===== config.mk =====
export PLATFORM = sky130hd
export DESIGN_NAME = bcd_alarm_clock_core
export DESIGN_NICKNAME = d
export VERILOG_FILES = /design/src/hdl/bcdac_pkg.sv /design/src/hdl/bcd_alarm_clock_core.sv
export SDC_FILE = /design/constraint.sdc
export NUM_CORES = 1
export LEC_CHECK = 0
export BUFFER_PORTS_ARGS = -buffer_cell sky130_fd_sc_hd__buf_2
export CAP_MARGIN = 20
export CORE_ASPECT_RATIO = 1.75
export CORE_MARGIN = 5
export CORE_UTILIZATION = 45
export CTS_CLUSTER_SIZE = 28
export DETAILED_ROUTE_END_ITERATION = 8
export MAX_ROUTING_LAYER = met4
export PLACE_DENSITY = 0.69
export SLEW_MARGIN = 15
export SYNTH_ARGS = -nofsm -noshare
export SYNTH_HDL_FRONTEND = slang
export SYNTH_SLANG_ARGS = --single-unit

===== constraint.sdc =====
create_clock -name clk -period 8.1 [get_ports clk]
set_input_delay 0.81 -clock clk [delete_from_list [all_inputs] [get_ports clk]]
set_output_delay 0.81 -clock clk [all_outputs]
set_load 0.05 [all_outputs]

===== src/hdl/bcdac_pkg.sv =====
// Package for the BCD alarm clock core: time types, event and register codes,
// reset values and the BCD hour and minute step functions.
// No dependencies.
`default_nettype none

package bcdac_pkg;

  // Hour and minute of one time, BCD digits.
  typedef struct packed {
    logic [1:0] ht;
    logic [3:0] ho;
    logic [2:0] mt;
    logic [3:0] mo;
  } hm_t;

  typedef enum logic [1:0] {
    MODE_TICK   = 2'd0,
    MODE_HOUR   = 2'd1,
    MODE_MINUTE = 2'd2,
    MODE_CLEAR  = 2'd3
  } mode_t;

  localparam logic [1:0] SEL_CLOCK  = 2'd0;
  localparam logic [1:0] SEL_ALARM1 = 2'd1;
  localparam logic [1:0] SEL_ALARM2 = 2'd2;

  localparam int CFG_IDX_W = 8;
  localparam int CFG_DATA_W = 8;
  localparam logic [CFG_IDX_W-1:0] CFG_RUN_ENABLE         = 8'd0;
  localparam logic [CFG_IDX_W-1:0] CFG_ALARM1_ENABLE      = 8'd1;
  localparam logic [CFG_IDX_W-1:0] CFG_ALARM2_ENABLE      = 8'd2;
  localparam logic [CFG_IDX_W-1:0] CFG_CHIME_ENABLE       = 8'd3;
  localparam logic [CFG_IDX_W-1:0] CFG_ALARM_BEEP_SECONDS = 8'd4;
  localparam logic [CFG_IDX_W-1:0] CFG_CHIME_BEEP_SECONDS = 8'd5;
  localparam logic [CFG_IDX_W-1:0] CFG_TICKS_PER_SECOND   = 8'd6;
  localparam logic [CFG_IDX_W-1:0] CFG_BEEP_HALF_TICKS    = 8'd7;

  localparam logic [3:0] RST_ALARM_BEEP_SECONDS = 4'd8;
  localparam logic [3:0] RST_CHIME_BEEP_SECONDS = 4'd3;
  localparam logic [7:0] RST_TICKS_PER_SECOND   = 8'd20;
  localparam logic [6:0] RST_BEEP_HALF_TICKS    = 7'd10;

  localparam hm_t RST_CLOCK  = '{ht: 2'd1, ho: 4'd2, mt: 3'd5, mo: 4'd9};
  localparam hm_t RST_ALARM1 = '{ht: 2'd1, ho: 4'd3, mt: 3'd0, mo: 4'd1};
  localparam hm_t RST_ALARM2 = '{ht: 2'd1, ho: 4'd3, mt: 3'd0, mo: 4'd2};

  // Hour +1, 23 wraps to 00.
  function automatic hm_t hour_step(hm_t t);
    hm_t r;
    r = t;
    r.ho = t.ho + 4'd1;
    if (t.ht >= 2'd2 && r.ho >= 4'd4) begin
      r.ht = 2'd0;
      r.ho = 4'd0;
    end else if (r.ho >= 4'd10) begin
      r.ho = 4'd0;
      r.ht = t.ht + 2'd1;
    end
    return r;
  endfunction

  // Minute +1, 59 wraps to 00, hour untouched.
  function automatic hm_t minute_step(hm_t t);
    hm_t r;
    r = t;
    r.mo = t.mo + 4'd1;
    if (r.mo >= 4'd10) begin
      r.mo = 4'd0;
      if (t.mt >= 3'd5) begin
        r.mt = 3'd0;
      end else begin
        r.mt = t.mt + 3'd1;
      end
    end
    return r;
  endfunction

  function automatic logic minute_wraps(hm_t t);
    return (t.mo >= 4'd9) && (t.mt >= 3'd5);
  endfunction

  function automatic logic hm_equal(hm_t a, hm_t b);
    return a == b;
  endfunction

endpackage

`default_nettype wire


===== src/hdl/bcd_alarm_clock_core.sv =====
// BCD alarm clock core: clock and two alarm times, second counting, alarm and
// hourly chime beeper, all updated in one pass per item. Uses bcdac_pkg.
//
// channel  dir  handshake             payload
// s_*      in   s_tvalid / s_tready   s_tuser: mode; s_tdata: clock_select
// m_*      out  m_tvalid / m_tready   m_tdata: clock digits and beeper flags
// cfg_*    in   cfg_valid / cfg_ready cfg_index, cfg_data (always ready)
//
// One item per cycle unless the output stalls: next state and result are computed
// in one pass from the state registers and the item, and land in the state and
// output registers. The output register frees up the input side: a new item is
// taken while the last result is taken, or at any time while the output register
// is empty. Reset (rst, synchronous) restores the clock to 12:59:00 and the
// register defaults; the block takes items as soon as reset is released.
`default_nettype none

module bcd_alarm_clock_core (
  input  wire logic        clk,
  input  wire logic        rst,
  input  wire logic        s_tvalid,
  output logic             s_tready,
  input  wire logic [7:0]  s_tdata,   // [1:0] clock_select, [7:2] zero
  input  wire logic [1:0]  s_tuser,   // [1:0] mode
  output logic             m_tvalid,
  input  wire logic        m_tready,
  output logic [23:0]      m_tdata,   // [1:0] hour_tens, [5:2] hour_ones,
                                      // [8:6] minute_tens, [12:9] minute_ones,
                                      // [15:13] second_tens, [19:16] second_ones,
                                      // [20] buzzer_on, [21] second_dot,
                                      // [22] beep_active, [23] zero
  input  wire logic        cfg_valid,
  output logic             cfg_ready,
  input  wire logic [bcdac_pkg::CFG_IDX_W-1:0]  cfg_index,
  input  wire logic [bcdac_pkg::CFG_DATA_W-1:0] cfg_data
);

  // configuration
  logic       run_enable;
  logic       alarm1_enable;
  logic       alarm2_enable;
  logic       chime_enable;
  logic [3:0] alarm_beep_seconds;
  logic [3:0] chime_beep_seconds;
  logic [7:0] ticks_per_second;
  logic [6:0] beep_half_ticks;

  // state
  bcdac_pkg::hm_t clock_time, alarm1_time, alarm2_time;
  logic [2:0] sec_tens;
  logic [3:0] sec_ones;
  logic [7:0] subtick_count;
  logic [3:0] beep_seconds_left;
  logic [6:0] beep_on_count;
  logic [6:0] beep_off_count;
  logic       beep_second_started;
  logic       alarm1_fired;
  logic       alarm2_fired;
  logic       dot_lit;

  bcdac_pkg::hm_t clock_time_next, alarm1_time_next, alarm2_time_next;
  logic [2:0] sec_tens_next;
  logic [3:0] sec_ones_next;
  logic [7:0] subtick_count_next;
  logic [3:0] beep_seconds_left_next;
  logic [6:0] beep_on_count_next;
  logic [6:0] beep_off_count_next;
  logic       beep_second_started_next;
  logic       alarm1_fired_next;
  logic       alarm2_fired_next;
  logic       dot_lit_next;

  bcdac_pkg::mode_t mode;
  logic [1:0] clock_select;
  logic       in_accept;
  logic       match1, match2;
  logic       chime_hour;
  logic [6:0] half;

  assign mode         = bcdac_pkg::mode_t'(s_tuser);
  assign clock_select = s_tdata[1:0];
  assign s_tready     = !m_tvalid || m_tready;
  assign in_accept    = s_tvalid && s_tready;
  assign cfg_ready    = 1'b1;
  assign half         = (beep_half_ticks == 7'd0) ? 7'd1 : beep_half_ticks;

  always_comb begin
    clock_time_next          = clock_time;
    alarm1_time_next         = alarm1_time;
    alarm2_time_next         = alarm2_time;
    sec_tens_next            = sec_tens;
    sec_ones_next            = sec_ones;
    subtick_count_next       = subtick_count;
    beep_seconds_left_next   = beep_seconds_left;
    beep_on_count_next       = beep_on_count;
    beep_off_count_next      = beep_off_count;
    beep_second_started_next = beep_second_started;
    dot_lit_next             = dot_lit;
    chime_hour               = 1'b0;

    case (mode)
      bcdac_pkg::MODE_TICK: begin
        if (subtick_count <= 8'd1) begin
          subtick_count_next = ticks_per_second;
          if (run_enable) begin
            dot_lit_next = 1'b1;
            if (sec_ones < 4'd9) begin
              sec_ones_next = sec_ones + 4'd1;
            end else begin
              sec_ones_next = 4'd0;
              if (sec_tens < 3'd5) begin
                sec_tens_next = sec_tens + 3'd1;
              end else begin
                sec_tens_next   = 3'd0;
                clock_time_next = bcdac_pkg::minute_step(clock_time);
                if (bcdac_pkg::minute_wraps(clock_time)) begin
                  clock_time_next = bcdac_pkg::hour_step(clock_time_next);
                  // new hour 09 through 20
                  chime_hour = (clock_time_next.ht == 2'd0 && clock_time_next.ho == 4'd9)
                            || (clock_time_next.ht == 2'd1)
                            || (clock_time_next.ht == 2'd2 && clock_time_next.ho == 4'd0);
                end
              end
            end
          end
        end else begin
          subtick_count_next = subtick_count - 8'd1;
          if (subtick_count_next == {1'b0, ticks_per_second[7:1]}) begin
            dot_lit_next = 1'b0;
          end
        end
        if (chime_hour && chime_enable && beep_seconds_left < chime_beep_seconds) begin
          beep_seconds_left_next = chime_beep_seconds;
        end
      end
      bcdac_pkg::MODE_HOUR: begin
        case (clock_select)
          bcdac_pkg::SEL_CLOCK:  clock_time_next  = bcdac_pkg::hour_step(clock_time);
          bcdac_pkg::SEL_ALARM1: alarm1_time_next = bcdac_pkg::hour_step(alarm1_time);
          bcdac_pkg::SEL_ALARM2: alarm2_time_next = bcdac_pkg::hour_step(alarm2_time);
          default: ;
        endcase
      end
      bcdac_pkg::MODE_MINUTE: begin
        case (clock_select)
          bcdac_pkg::SEL_CLOCK:  clock_time_next  = bcdac_pkg::minute_step(clock_time);
          bcdac_pkg::SEL_ALARM1: alarm1_time_next = bcdac_pkg::minute_step(alarm1_time);
          bcdac_pkg::SEL_ALARM2: alarm2_time_next = bcdac_pkg::minute_step(alarm2_time);
          default: ;
        endcase
      end
      default: begin
        sec_tens_next = 3'd0;
        sec_ones_next = 4'd0;
      end
    endcase

    // alarm check on the updated times, every item
    match1            = bcdac_pkg::hm_equal(clock_time_next, alarm1_time_next);
    match2            = bcdac_pkg::hm_equal(clock_time_next, alarm2_time_next);
    alarm1_fired_next = alarm1_fired;
    alarm2_fired_next = alarm2_fired;
    if (!match1) begin
      alarm1_fired_next = 1'b0;
    end else if (alarm1_enable && !alarm1_fired) begin
      alarm1_fired_next      = 1'b1;
      beep_seconds_left_next = alarm_beep_seconds;
    end
    if (!match2) begin
      alarm2_fired_next = 1'b0;
    end else if (alarm2_enable && !alarm2_fired) begin
      alarm2_fired_next      = 1'b1;
      beep_seconds_left_next = alarm_beep_seconds;
    end

    // beeper advances on ticks only
    if (mode == bcdac_pkg::MODE_TICK) begin
      if (beep_on_count != 7'd0) begin
        beep_on_count_next = beep_on_count - 7'd1;
        if (beep_on_count_next == 7'd0) begin
          beep_off_count_next = half;
        end
      end else if (beep_off_count != 7'd0) begin
        beep_off_count_next = beep_off_count - 7'd1;
        if (beep_off_count_next == 7'd0) begin
          beep_second_started_next = 1'b0;
          if (beep_seconds_left_next != 4'd0) begin
            beep_seconds_left_next = beep_seconds_left_next - 4'd1;
          end
        end
      end
      if (beep_seconds_left_next != 4'd0 && !beep_second_started_next) begin
        beep_second_started_next = 1'b1;
        beep_on_count_next       = half;
        beep_off_count_next      = 7'd0;
      end
    end
  end

  always_ff @(posedge clk) begin
    if (rst) begin
      run_enable         <= 1'b1;
      alarm1_enable      <= 1'b1;
      alarm2_enable      <= 1'b1;
      chime_enable       <= 1'b1;
      alarm_beep_seconds <= bcdac_pkg::RST_ALARM_BEEP_SECONDS;
      chime_beep_seconds <= bcdac_pkg::RST_CHIME_BEEP_SECONDS;
      ticks_per_second   <= bcdac_pkg::RST_TICKS_PER_SECOND;
      beep_half_ticks    <= bcdac_pkg::RST_BEEP_HALF_TICKS;
    end else if (cfg_valid && cfg_ready) begin
      case (cfg_index)
        bcdac_pkg::CFG_RUN_ENABLE:         run_enable         <= cfg_data[0];
        bcdac_pkg::CFG_ALARM1_ENABLE:      alarm1_enable      <= cfg_data[0];
        bcdac_pkg::CFG_ALARM2_ENABLE:      alarm2_enable      <= cfg_data[0];
        bcdac_pkg::CFG_CHIME_ENABLE:       chime_enable       <= cfg_data[0];
        bcdac_pkg::CFG_ALARM_BEEP_SECONDS: alarm_beep_seconds <= cfg_data[3:0];
        bcdac_pkg::CFG_CHIME_BEEP_SECONDS: chime_beep_seconds <= cfg_data[3:0];
        bcdac_pkg::CFG_TICKS_PER_SECOND:   ticks_per_second   <= cfg_data[7:0];
        bcdac_pkg::CFG_BEEP_HALF_TICKS:    beep_half_ticks    <= cfg_data[6:0];
        default: ;
      endcase
    end
  end

  always_ff @(posedge clk) begin
    if (rst) begin
      clock_time          <= bcdac_pkg::RST_CLOCK;
      alarm1_time         <= bcdac_pkg::RST_ALARM1;
      alarm2_time         <= bcdac_pkg::RST_ALARM2;
      sec_tens            <= 3'd0;
      sec_ones            <= 4'd0;
      subtick_count       <= bcdac_pkg::RST_TICKS_PER_SECOND;
      beep_seconds_left   <= 4'd0;
      beep_on_count       <= 7'd0;
      beep_off_count      <= 7'd0;
      beep_second_started <= 1'b0;
      alarm1_fired        <= 1'b0;
      alarm2_fired        <= 1'b0;
      dot_lit             <= 1'b0;
    end else if (in_accept) begin
      clock_time          <= clock_time_next;
      alarm1_time         <= alarm1_time_next;
      alarm2_time         <= alarm2_time_next;
      sec_tens            <= sec_tens_next;
      sec_ones            <= sec_ones_next;
      subtick_count       <= subtick_count_next;
      beep_seconds_left   <= beep_seconds_left_next;
      beep_on_count       <= beep_on_count_next;
      beep_off_count      <= beep_off_count_next;
      beep_second_started <= beep_second_started_next;
      alarm1_fired        <= alarm1_fired_next;
      alarm2_fired        <= alarm2_fired_next;
      dot_lit             <= dot_lit_next;
    end
  end

  // result register
  always_ff @(posedge clk) begin
    if (rst) begin
      m_tvalid <= 1'b0;
    end else if (in_accept) begin
      m_tvalid <= 1'b1;
    end else if (m_tready) begin
      m_tvalid <= 1'b0;
    end
  end

  always_ff @(posedge clk) begin
    if (in_accept) begin
      m_tdata <= {1'b0,
                  (beep_seconds_left_next != 4'd0),
                  dot_lit_next,
                  (beep_on_count_next != 7'd0),
                  sec_ones_next, sec_tens_next,
                  clock_time_next.mo, clock_time_next.mt,
                  clock_time_next.ho, clock_time_next.ht};
    end
  end

`ifndef ASSERT_OFF
  a_beep_halves_exclusive: assert property (@(posedge clk) disable iff (rst)
    !(beep_on_count != 7'd0 && beep_off_count != 7'd0))
    else $error("beeper on and off halves both running");

  a_beep_started_tracks_halves: assert property (@(posedge clk) disable iff (rst)
    beep_second_started == (beep_on_count != 7'd0 || beep_off_count != 7'd0))
    else $error("beep second flag out of step with its halves");

  a_clock_digits_valid: assert property (@(posedge clk) disable iff (rst)
    clock_time.ht != 2'd3 && clock_time.ho <= 4'd9 && clock_time.mt <= 3'd5
    && clock_time.mo <= 4'd9 && sec_tens <= 3'd5 && sec_ones <= 4'd9
    && !(clock_time.ht == 2'd2 && clock_time.ho > 4'd3))
    else $error("clock holds a digit out of range");

  a_adjust_keeps_subtick: assert property (@(posedge clk) disable iff (rst)
    (in_accept && mode != bcdac_pkg::MODE_TICK) |=> $stable(subtick_count))
    else $error("subsecond counter moved on an adjust or clear item");
`endif

endmodule

`default_nettype wire


# After elaboration in Yosys (flattened, before gate mapping)
# Index checks and enable logic that the tools add are counted.
[op_classes]
reduce_logical = 48
n_mux = 83
magnitude_cmp = 20
add_sub_neg = 18
n_eq_ne = 20
[ops]
columns = ["operator", "count"]
rows = [
  ["$mux 13", 8],
  ["$mux 7", 14],
  ["$mux 6", 12],
  ["$mux 4", 15],
  ["$pmux 13 s2", 2],
  ["$pmux 13 s3", 1],
  ["$eq 8x3->1 const B", 4],
  ["$add 4x1->4 const B", 7],
  ["$ge 4x4->1 const B", 7],
  ["$eq 13x13->1", 2],
  ["$reduce_and 2->1", 11],
  ["$logic_not 7->1", 3],
  ["$mux 1", 21],
  ["$mux 3", 7],
  ["$reduce_bool 7->1", 3],
  ["$eq 8x2->1 const B", 2],
  ["$sub 7x1->7 const B", 2],
  ["$add 3x1->3 const B", 4],
  ["$ge 4x3->1 const B", 3],
  ["$logic_and 1x1->1", 12],
  ["$reduce_bool 4->1", 3],
  ["$ge 3x3->1 const B", 3],
  ["$eq 8x1->1 const B", 1],
  ["$eq 8x7->1", 1],
  ["other kinds (25)", 41],
]
[word_totals]
inputBits = 31
register_bits = 127
elab_cells = 221

# Longest topological paths before layout
[depth]
depth_word = 39
depth_mapped = 22
mapped_depth_nobuf = 20

# Least setup slack after synthesis
# Ideal clock, no wire load.
[synth_timing]
path_type = "in2reg"
startpoint = "input port s_tdata[1]"
endpoint = "register beep_off_count[0]"
setup_slack_ps = 2948
t_arrival_ps = 5082
path_stages = 18
cell_sequence = "nand2b_1 -> clkbuf_1 -> or4_1 -> a222oi_1 -> mux2_1 -> o2bb2ai_1 -> or4_4 -> nor3_4 -> a21oi_1 -> mux2_4 -> inv_1 -> ha_1 -> inv_1 -> a211oi_2 -> nor3_2 -> o31a_4 -> or3_1 -> a21oi_1"
[synth_via]
elab_chain_len = 17
[synth_lines]
columns = ["element", "line_no", "text"]
rows = [
  ["start: declaration", "bcd_alarm_clock_core.sv:22", "input wire logic [7:0] s_tdata,"],
  ["$eq 2x1->1 / $logic_not 2->1 (equally long branches)", "bcd_alarm_clock_core.sv:136, bcd_alarm_clock_core.sv:144", ""],
  ["$mux 7 / $mux 13 (equally long branches)", "bcd_alarm_clock_core.sv:144, bcd_alarm_clock_core.sv:136", ""],
  ["$pmux 13 s2 / $pmux 13 s3 (equally long branches)", "bcd_alarm_clock_core.sv:100", "case (mode)"],
  ["$eq 13x13->1", "bcdac_pkg.sv:83", "return a == b;"],
  ["$mux 4", "bcd_alarm_clock_core.sv:162", "if (!match1) begin"],
  ["$mux 4", "bcd_alarm_clock_core.sv:170", "end else if (alarm2_enable && !alarm2_fired) begin"],
  ["$mux 4 *", "bcd_alarm_clock_core.sv:168", "if (!match2) begin"],
  ["$sub 4x1->4 / $reduce_bool 4->1 (equally long branches)", "bcd_alarm_clock_core.sv:187, bcd_alarm_clock_core.sv:186", ""],
  ["$mux 4", "bcd_alarm_clock_core.sv:186", "if (beep_seconds_left_next != 4'd0) begin"],
  ["$mux 4", "bcd_alarm_clock_core.sv:184", "if (beep_off_count_next == 7'd0) begin"],
  ["$mux 4", "bcd_alarm_clock_core.sv:182", "end else if (beep_off_count != 7'd0) begin"],
  ["$mux 4 *", "bcd_alarm_clock_core.sv:177", "if (beep_on_count != 7'd0) begin"],
  ["$mux 4 *", "bcd_alarm_clock_core.sv:176", "if (mode == bcdac_pkg::MODE_TICK) begin"],
  ["$reduce_bool 4->1 *", "bcd_alarm_clock_core.sv:191", "if (beep_seconds_left_next != 4'd0 && !beep_second_started_next) begin"],
  ["$logic_and 1x1->1 *", "bcd_alarm_clock_core.sv:191", ""],
  ["$ne 3x1->1 (no line) / $reduce_bool 3->1 (equally long branches)", "--", ""],
  ["$reduce_and 4->1 (no line)", "--", ""],
  ["end signal: assignment", "bcd_alarm_clock_core.sv:248", "beep_off_count <= beep_off_count_next;"],
  ["end: declaration", "bcd_alarm_clock_core.sv:54", "logic [6:0] beep_off_count;"],
]
# Every way passes the cells marked *; elsewhere a longest branch is shown, timed or not. The select of a mux whose other input is x is not followed.
# A chain may end at the register's enable or synchronous reset.

==> summary.txt <==
Worst setup path
  • Largest stage delay, worst path: 890 ps
  • Worst EP arrival: 6230 ps
  • Reg2reg end: m_tdata[20]
  • CP startpoint kind: flip-flop
  • Crit path top cell by count: inv_1
  • Worst r2r src: subtick_count[0]
  • Reg2Reg Depth: 20
  • Worst-path fanout max: 12
  • CP cell instances: inv_1 -> ha_1 -> o21ba_2 -> nand3_1 -> nor4_1 -> o21ai_0 -> or2_2 -> xnor2_1 -> nand4_1 -> nor4_4 -> a21oi_1 -> mux2_4 -> inv_1 -> ha_1 -> inv_1 -> a211oi_2 -> nor3_2 -> o31a_4 -> nor2_4 -> a32oi_1
  • Worst R2R Setup Slack: 2010 ps
  • Worst path slowest cell: nor4_1
  • CP Class: reg2reg
  • Critical Path End Type: flip-flop
  • Req. time, crit path: 8250 ps

Timing
  • Max-slew violations: 0
  • Fmax: 164 MHz
  • Final hold viol count: 0
  • Clock Skew: 13.0 ps
  • Min Tclk post-route: 6090 ps
  • Final TNS setup: 0 ps
  • Endpoints failing setup: 0
  • Max_slew headroom: 29.9%
  • RSZ-0062 raised after global routing: false
  • Period utilisation layout: 75.1%
  • Worst-Margin Slew: 1040 ps

Clock network
  • Clock Sinks: 127
  • Longest Clk Path Bufs: 2
  • Clock Root Buffer: clkbuf_16
  • H-tree depth: 4
  • Post-CTS setup buffers: 0
  • Register clock-pin slew on the reported worst setup and hold paths: 60 ps
  • Clk Latency, worst-skew pair: 430 ps
  • TritonCTS clock tree: yes
  • Cts bufs inserted: 17
  • Hold-fix buffers at CTS: 0
  • Post-CTS Resized: 0

Detailed routing
  • Vias per cell: 6.06
  • Residual DRC: 0
  • Drt initial violations: 512
  • Via count: 8310
  • WL/cell: 18.1 um
  • Drt first pass iters: 5
  • WL final: 24800 um
  • Number of routed nets with antenna violations: 0

Synth
  • Largest family of logic cells by synthesized area: simple AND/OR/NAND/NOR gates
  • Syn_nets: 1168
  • Sequential-to-total area share from yosys stat: 31.6%
  • Synth Instances: 1100
  • Adder-cell share of the synthesized area: 5.27%
  • Largest cells by area after synthesis: dfxtp_1 (24%), edfxtp_1 (7.9%), nor2_1 (5.4%)
  • Compound-Gate Fraction of Synth Area: 24.1%
  • Leading area contributor after synthesis: dfxtp_1
  • Xor/xnor share of the synthesized area: 4.19%
  • Avg Synthesized Cell Area: 7.98 sq um
  • Synth cell types: 99
  • Synth Flop Type: dfxtp_1
  • Cell Area, Synth: 0.00878 sq mm
  • Cell with the most instances after synthesis: nor2_1
  • Post-synthesis mux area share: 3.90%
  • Syn. warnings: 0
  • Top cell type's share of synthesized area: 23.7%
  • Synthesized flop and latch total: 127
  • Ys async rst share: 0%
  • Commonest cells post-synth: nor2_1 (127), nand2_1 (118), dfxtp_1 (104)
  • Post-Synth Simple-Gate Area: 26.1%
  • Number of flops mapped to enable cells by yosys: 23

Global route
  • Vias in the first global route: 8085
  • Initial antenna violation count: 0
  • GRT Overall Usage: 23.0%
  • GR Overflow Total: 0
  • First-pass GRT wire length: 40400 um
  • Largest net degree at the start of global routing: 87

Hold path
  • Hold WC Path Type: reg2reg
  • Hold path depth: 2
  • Worst hold endpoint: dot_lit
  • Critical hold path startpoint: dot_lit

Layout
  • Layout cells sized above 1: 11.6%
  • P&R area growth vs syn: 10.9%
  • Antenna diode count: 0
  • Layout Nets: 1185

Die
  • Die Width: 116 um
  • Row count: 67
  • Core area: 0.0192 sq mm
  • Full die area: 0.0225 sq mm
  • Die span in y: 195 um
  • Initial Utilization: 45.7%
  • Number of top-level pins: 58

Placement
  • GP Congestion: 0.978
  • DP HPWL: 18300 um
  • IO Port Bufs: 49

Run
  • Max cap viols: 0

Power and ir drop
  • Reported leakage power: 3.84 nW
  • Overall power: 0.00189 W
  • Max VDD drop: 0.111 mV
  • P per Cell Area: 194 mW/mm^2

Outcome
  • Status: completed
worst max-delay path: cells and delay by family (launching register included):
kind | cells | cell delay [ps]
AO/OA/AOI/OAI | 6 | 1360
buffers and inverters | 3 | 260
flip-flops | 1 | 380
AND/OR/NAND/NOR | 7 | 2700
adder cells (fa/ha/maj) | 2 | 480
XOR/XNOR | 1 | 250
multiplexers | 1 | 370
layout make-up:
class | count | area, sq um
Clock buffer | 17 | 425
Clock inverter | 15 | 175
Fill cell | 1803 | 9450
Inverter | 48 | 180
Multi-Input combinational cell | 868 | 5600
Sequential cell | 127 | 2770
Tap cell | 241 | 302
Timing Repair Buffer | 55 | 290
through the flow:
| stage | utilization (%) | area, sq um | setup slack [ps] | hold slack, ps | cells |
|---|---|---|---|---|---|
| global route | 50.8 | 9740 | 1700 | 480 | 1371 |
| floorplan | - | 8780 | 2950 | 437 | 1100 |
| detailed placement | 47.6 | 9140 | 1820 | 454 | 1339 |
| CTS | 50.8 | 9740 | 2090 | 462 | 1371 |
| global placement | 47.6 | 9140 | 1890 | 443 | 1339 |
| finish | 50.8 | 9740 | 2010 | 467 | 1371 |
worst max-delay path by stage:
stage	startpoint	end	slack, ps	depth (start not counted)
4_1_cts	subtick_count[0]	m_tdata[20]	2090	20
5_1_grt	subtick_count[0]	m_tdata[20]	1700	20
3_5_place_dp	s_tuser[0]	m_tdata[20]	1820	18
3_3_place_gp	s_tuser[0]	m_tdata[20]	1890	18
2_1_floorplan	s_tdata[1]	beep_off_count[0]	2950	18
6_report	subtick_count[0]	m_tdata[20]	2010	20
report_power, final:
group	internal (W)	total (W)	switching, W	leakage [nW]
logic	0.000129	0.000388	0.000260	2.47
registers	0.000673	0.000707	0.0000332	1.08
clock network	0.000465	0.000793	0.000328	0.299
cell usage in the layout (no fill, tap or decap), drive strengths merged, types with 5 or more instances in the layout:
| master | n |
|---|---|
| a211oi | 36 |
| a21o | 8 |
| a21oi | 72 |
| a22oi | 10 |
| a31oi | 6 |
| a32oi | 6 |
| and2 | 12 |
| and3 | 11 |
| and4 | 5 |
| buf | 55 |
| clkbuf | 17 |
| clkinv | 5 |
| dfxtp | 104 |
| edfxtp | 23 |
| ha | 37 |
| inv | 56 |
| mux2 | 7 |
| mux2i | 26 |
| nand2 | 118 |
| nand2b | 17 |
| nand3 | 32 |
| nand3b | 5 |
| nand4 | 12 |
| nor2 | 128 |
| nor2b | 10 |
| nor3 | 38 |
| nor3b | 7 |
| nor4 | 22 |
| nor4b | 5 |
| o211ai | 22 |
| o21a | 7 |
| o21ai | 53 |
| o311ai | 9 |
| o31a | 7 |
| o31ai | 9 |
| or2 | 9 |
| or3 | 12 |
| xnor2 | 27 |
| xor2 | 15 |
flip-flops by register name, indices dropped and copies added (netlist names), 3 cells and up:
register,cells
ticks_per_second,8
subtick_count,8
alarm1_time,13
sec_ones,4
beep_half_ticks,7
m_tdata,23
beep_on_count,7
sec_tens,3
beep_seconds_left,4
beep_off_count,7
clock_time,13
alarm_beep_seconds,4
alarm2_time,13
chime_beep_seconds,4
logic make-up after synthesis:
logic type      Yosys count
fa+ha+maj                37
flops                   127
mux                      33
compound gates          300
other cells               2
simple gates            454
xor+xnor                 42
buf+inv                 105
layer usage:
layer  wire, um  track usage [%]  part of all wire, %  vias to the layer above
met5          0                -                    0                        -
met4       1420             13.9                  5.7                        0
met3       1060             3.17                  4.3                       90
met2      13300             41.3                   54                      249
met1       9010             23.0                   36                     3888
li1           -                -                    -                     4083
Power figures use the tool's default switching activity.
